==> src/sv/srnc_pkg.sv <==
// ----------------------------------------------------------------------------
// srnc_pkg: shared definitions for the radius neighbour counter
// Widths, default parameter values and command codes.
// ----------------------------------------------------------------------------
package srnc_pkg;

	localparam int RADIUS_BITS    = 23;
	localparam int COUNT_BITS     = 13;
	localparam int REF_DEPTH_DEF  = 4096;
	localparam int COORD_BITS_DEF = 24;

	localparam logic [1:0] CMD_APPEND = 2'd0;
	localparam logic [1:0] CMD_QUERY  = 2'd1;
	localparam logic [1:0] CMD_CLEAR  = 2'd2;
	localparam logic [1:0] CMD_REWIND = 2'd3;

endpackage

==> src/sv/srnc_sq_unit.sv <==
// ----------------------------------------------------------------------------
// srnc_sq_unit: shared squaring unit
// One multiplier squares the selected operand; the product is captured either
// as the squared radius or as the working product.
// ----------------------------------------------------------------------------
module srnc_sq_unit
	import srnc_pkg::*;
(
	input  logic                     clk,
	input  logic [RADIUS_BITS-1:0]   op,
	input  logic                     load_r2,
	input  logic                     load_prod,
	output logic [2*RADIUS_BITS-1:0] r2_q,
	output logic [2*RADIUS_BITS-1:0] prod_q
);

	logic [2*RADIUS_BITS-1:0] sq;

	assign sq = (2*RADIUS_BITS)'(op) * (2*RADIUS_BITS)'(op);

	always_ff @(posedge clk) begin
		if (load_r2) begin
			r2_q <= sq;
		end
		if (load_prod) begin
			prod_q <= sq;
		end
	end

endmodule

==> config.mk <==
export PLATFORM = sky130hd
export DESIGN_NAME = srnc_sq_unit
export DESIGN_NICKNAME = d
export VERILOG_FILES = /design/src/sv/srnc_pkg.sv /design/src/sv/srnc_sq_unit.sv
export SDC_FILE = /design/constraint.sdc
export NUM_CORES = 1
export LEC_CHECK = 0
export ABC_AREA = 1
export BUFFER_PORTS_ARGS = -buffer_cell sky130_fd_sc_hd__buf_2
export CAP_MARGIN = 20
export CORE_ASPECT_RATIO = 1.1
export CORE_MARGIN = 10
export CORE_UTILIZATION = 60
export DETAILED_ROUTE_END_ITERATION = 8
export PLACE_DENSITY = 0.77
export SYNTH_ARGS = -nofsm -noshare
export SYNTH_HDL_FRONTEND = slang
export SYNTH_SLANG_ARGS = --single-unit
==> constraint.sdc <==
create_clock -name clk -period 6.4 [get_ports clk]
set_input_delay 0 -clock clk [delete_from_list [all_inputs] [get_ports clk]]
set_output_delay 0 -clock clk [all_outputs]
set_load 0.05 [all_outputs]
==> run_results.csv <==
group,metric,value,unit
min_path,hp-class,"input port to flop",
cells_and_area,nets,2903,
yosys,netlist_area,19100,sq um
yosys,netlist.area_leader.share,40.5,%
route,wl_per_cell,16.6,um
cells_and_area,area_growth,7.38,%
die,dieWidth,190,um
timing,rsz0062_at_grt,"false",
timing,clock.fmax,0.170,GHz
yosys,yosys_warnings,0,
die,die_h,207,um
route,dr.pass1.iters,7,
critical_path,critPathLaunchType,"input port",
timing,min_period,5.87,ns
global_routing,grt_pass1_wl,76900,um
clock_network,cts.clk_slew.worst_paths,0.06,ns
die,core.rowCount,68,
yosys,synth_area_per_cell,8.57,sq um
yosys,synth-seq-cells,90,
placed_design,dp_hpwl,38500,um
min_path,whs_endpoint,"prod_q[12]",
clock_network,post_cts_buffers,0,
timing,slew_headroom,56.7,%
cells_and_area,drive_gt1_share,9.12,%
die,core,31400,sq um
cells_and_area,final_cell_mix,"inv_1 (735), nand2_1 (541), fa_1 (385)",
die,io_pins,118,
clock_network,numClockSinks,90,
global_routing,first_global_vias,15770,
route,ant_nets,0,
global_routing,grt_max_degree,46,
timing,setup_viol_count_final,0,
route,route.vias.total,13961,
route,drcViolationCount,0,
critical_path,crit_path_start,"op[6]",
min_path,hp-start,"load_prod",
clock_network,clockBufferDepth,2,
yosys,ys_types,33,
cells_and_area,final_common_cell,"inv_1",
yosys,synth.area.top_cells,"fa_1 (40%), inv_1 (14%), edfxtp_1 (14%), ha_1 (11%), nand2_1 (11%)",
route,totalWireLength,45600,um
global_routing,grt.overflow.total,0,
clock_network,cts_buffers,9,
timing,worst_pin_slew,0.649,ns
clock_network,ctsHoldBuffers,0,
clock_network,htreeDepth,3,
clock_network,cts_tree,"done",
clock_network,root_buffer,"clkbuf_16",
cells_and_area,n_antenna_cell,0,
placed_design,numPortBuffers,115,
global_routing,antenna_found_initial,1,
run_status,outcome,"finished, final reports clean",
die,start_util,60.7,%
critical_path,worst-endpoint-arrival,6.01,ns
timing,setup_tns,0,ns
timing,fin_crit_sh,91.8,%
timing,drv_slew,0,
critical_path,critical_path_peak_fanout,23,
critical_path,critical_path_class,"input port to flop",
clock_network,cts-resized-gates,0,
placed_design,gp_routability_congestion,0.964,
global_routing,grtUsageTotal,24.7,%
min_path,whs_path_depth,1,
critical_path,end_kind,"flop",
die,die-area,39300,sq um
route,drt-initial-drc-count,764,
route,vias_per_cell,5.09,
run,maxCapViolCount,0,
timing,finalHoldViolations,0,
critical_path,crit_required,6.54,ns
yosys,ys_seq_area_share,14.2,%
yosys,synth_top_cell_by_area,"fa_1",
yosys,netlist_instances,2223,
stage by stage:
step | cell area [sq um] | instances | worst slack, ns | utilization [%] | hold WS [ns]
global placement | 20100 | 2727 | 0.218 | 64.0 | 0.540
CTS | 20400 | 2743 | 0.504 | 65.0 | 0.223
global route | 20500 | 2745 | 0.213 | 65.2 | 0.0872
floorplan | 19100 | 2224 | 0.879 | - | 0.0989
detailed placement | 20100 | 2727 | 0.169 | 64.0 | 0.541
finish | 20500 | 2745 | 0.526 | 65.2 | 0.0744
cell families after synthesis:
family                     share of synthesized area [%]
buffers and inverters                               15.6
other                                             0.0197
adders and majority gates                           51.8
DFF                                                 14.2
AOI/OAI and AO/OA                                   1.52
xor gates and xnor gates                            1.79
and+or+nand+nor                                     15.1
metal layers:
layer / global-route usage (%) / part of all wire, %
met4: 11.5 / 5.0
met1: 26.2 / 35
met5: 0 / 0.015
met2: 47.9 / 55
met3: 2.91 / 4.9
Yosys cell counts:
master    number
or2_2          1
nand2_1      541
clkbuf_1      46
xnor2_1       13
edfxtp_1      90
nand2_2       26
a31o_2         1
conb_1         1
nor2_1        60
nand4_1        3
fa_1         385
and2_1         3
ha_1         172
o21bai_1       8
xor2_1        26
o21ai_1        1
o21ai_0        5
or2_4          1
a21o_1         1
nand2b_1       1
buf_4          2
inv_2          2
buf_1          3
nand3_2       10
a31oi_1        3
inv_1        735
nor3_1         3
nor2_2        14
nand3_1       25
a21oi_1       33
clkinv_1       1
nor2_4         6
nand2_4        1
worst max-delay path by stage:
stage / to / depth (start not counted)
floorplan: prod_q[37] / 26
global placement: r2_q[28] / 23
detailed placement: prod_q[28] / 22
CTS: prod_q[28] / 22
global route: r2_q[28] / 22
finish: prod_q[28] / 22
area by class of cell:
cell class | instances | area, sq um
clock inverter | 6 | 88.8
fill | 2606 | 10900
timing repair buffer | 136 | 758
inverter | 738 | 2770
sequential | 90 | 2700
multi-input combinational | 1345 | 13400
tap | 420 | 526
clock buffer | 10 | 229
registers in the layout, summed over array words and instances, names as in the netlist:
signal,flops
prod_q,45
r2_q,45
worst max-delay path, stage by stage:
cell and delay, ns:
buf_2 0.51, nand2_1 0.16, fa_1 0.54, inv_1 0.08
fa_1 0.51, inv_1 0.05, fa_1 0.45, fa_1 0.51
inv_1 0.05, fa_1 0.49, fa_1 0.50, inv_1 0.05
fa_1 0.47, inv_1 0.04, ha_1 0.38, nand2_1 0.14
nor2_1 0.29, nand2_1 0.15, nor2_2 0.12, nand2_1 0.06
nand3_1 0.12, xor2_1 0.30
Power is not shown: default switching activity piles up to over one toggle a cycle in this logic, so the estimate is an artifact.
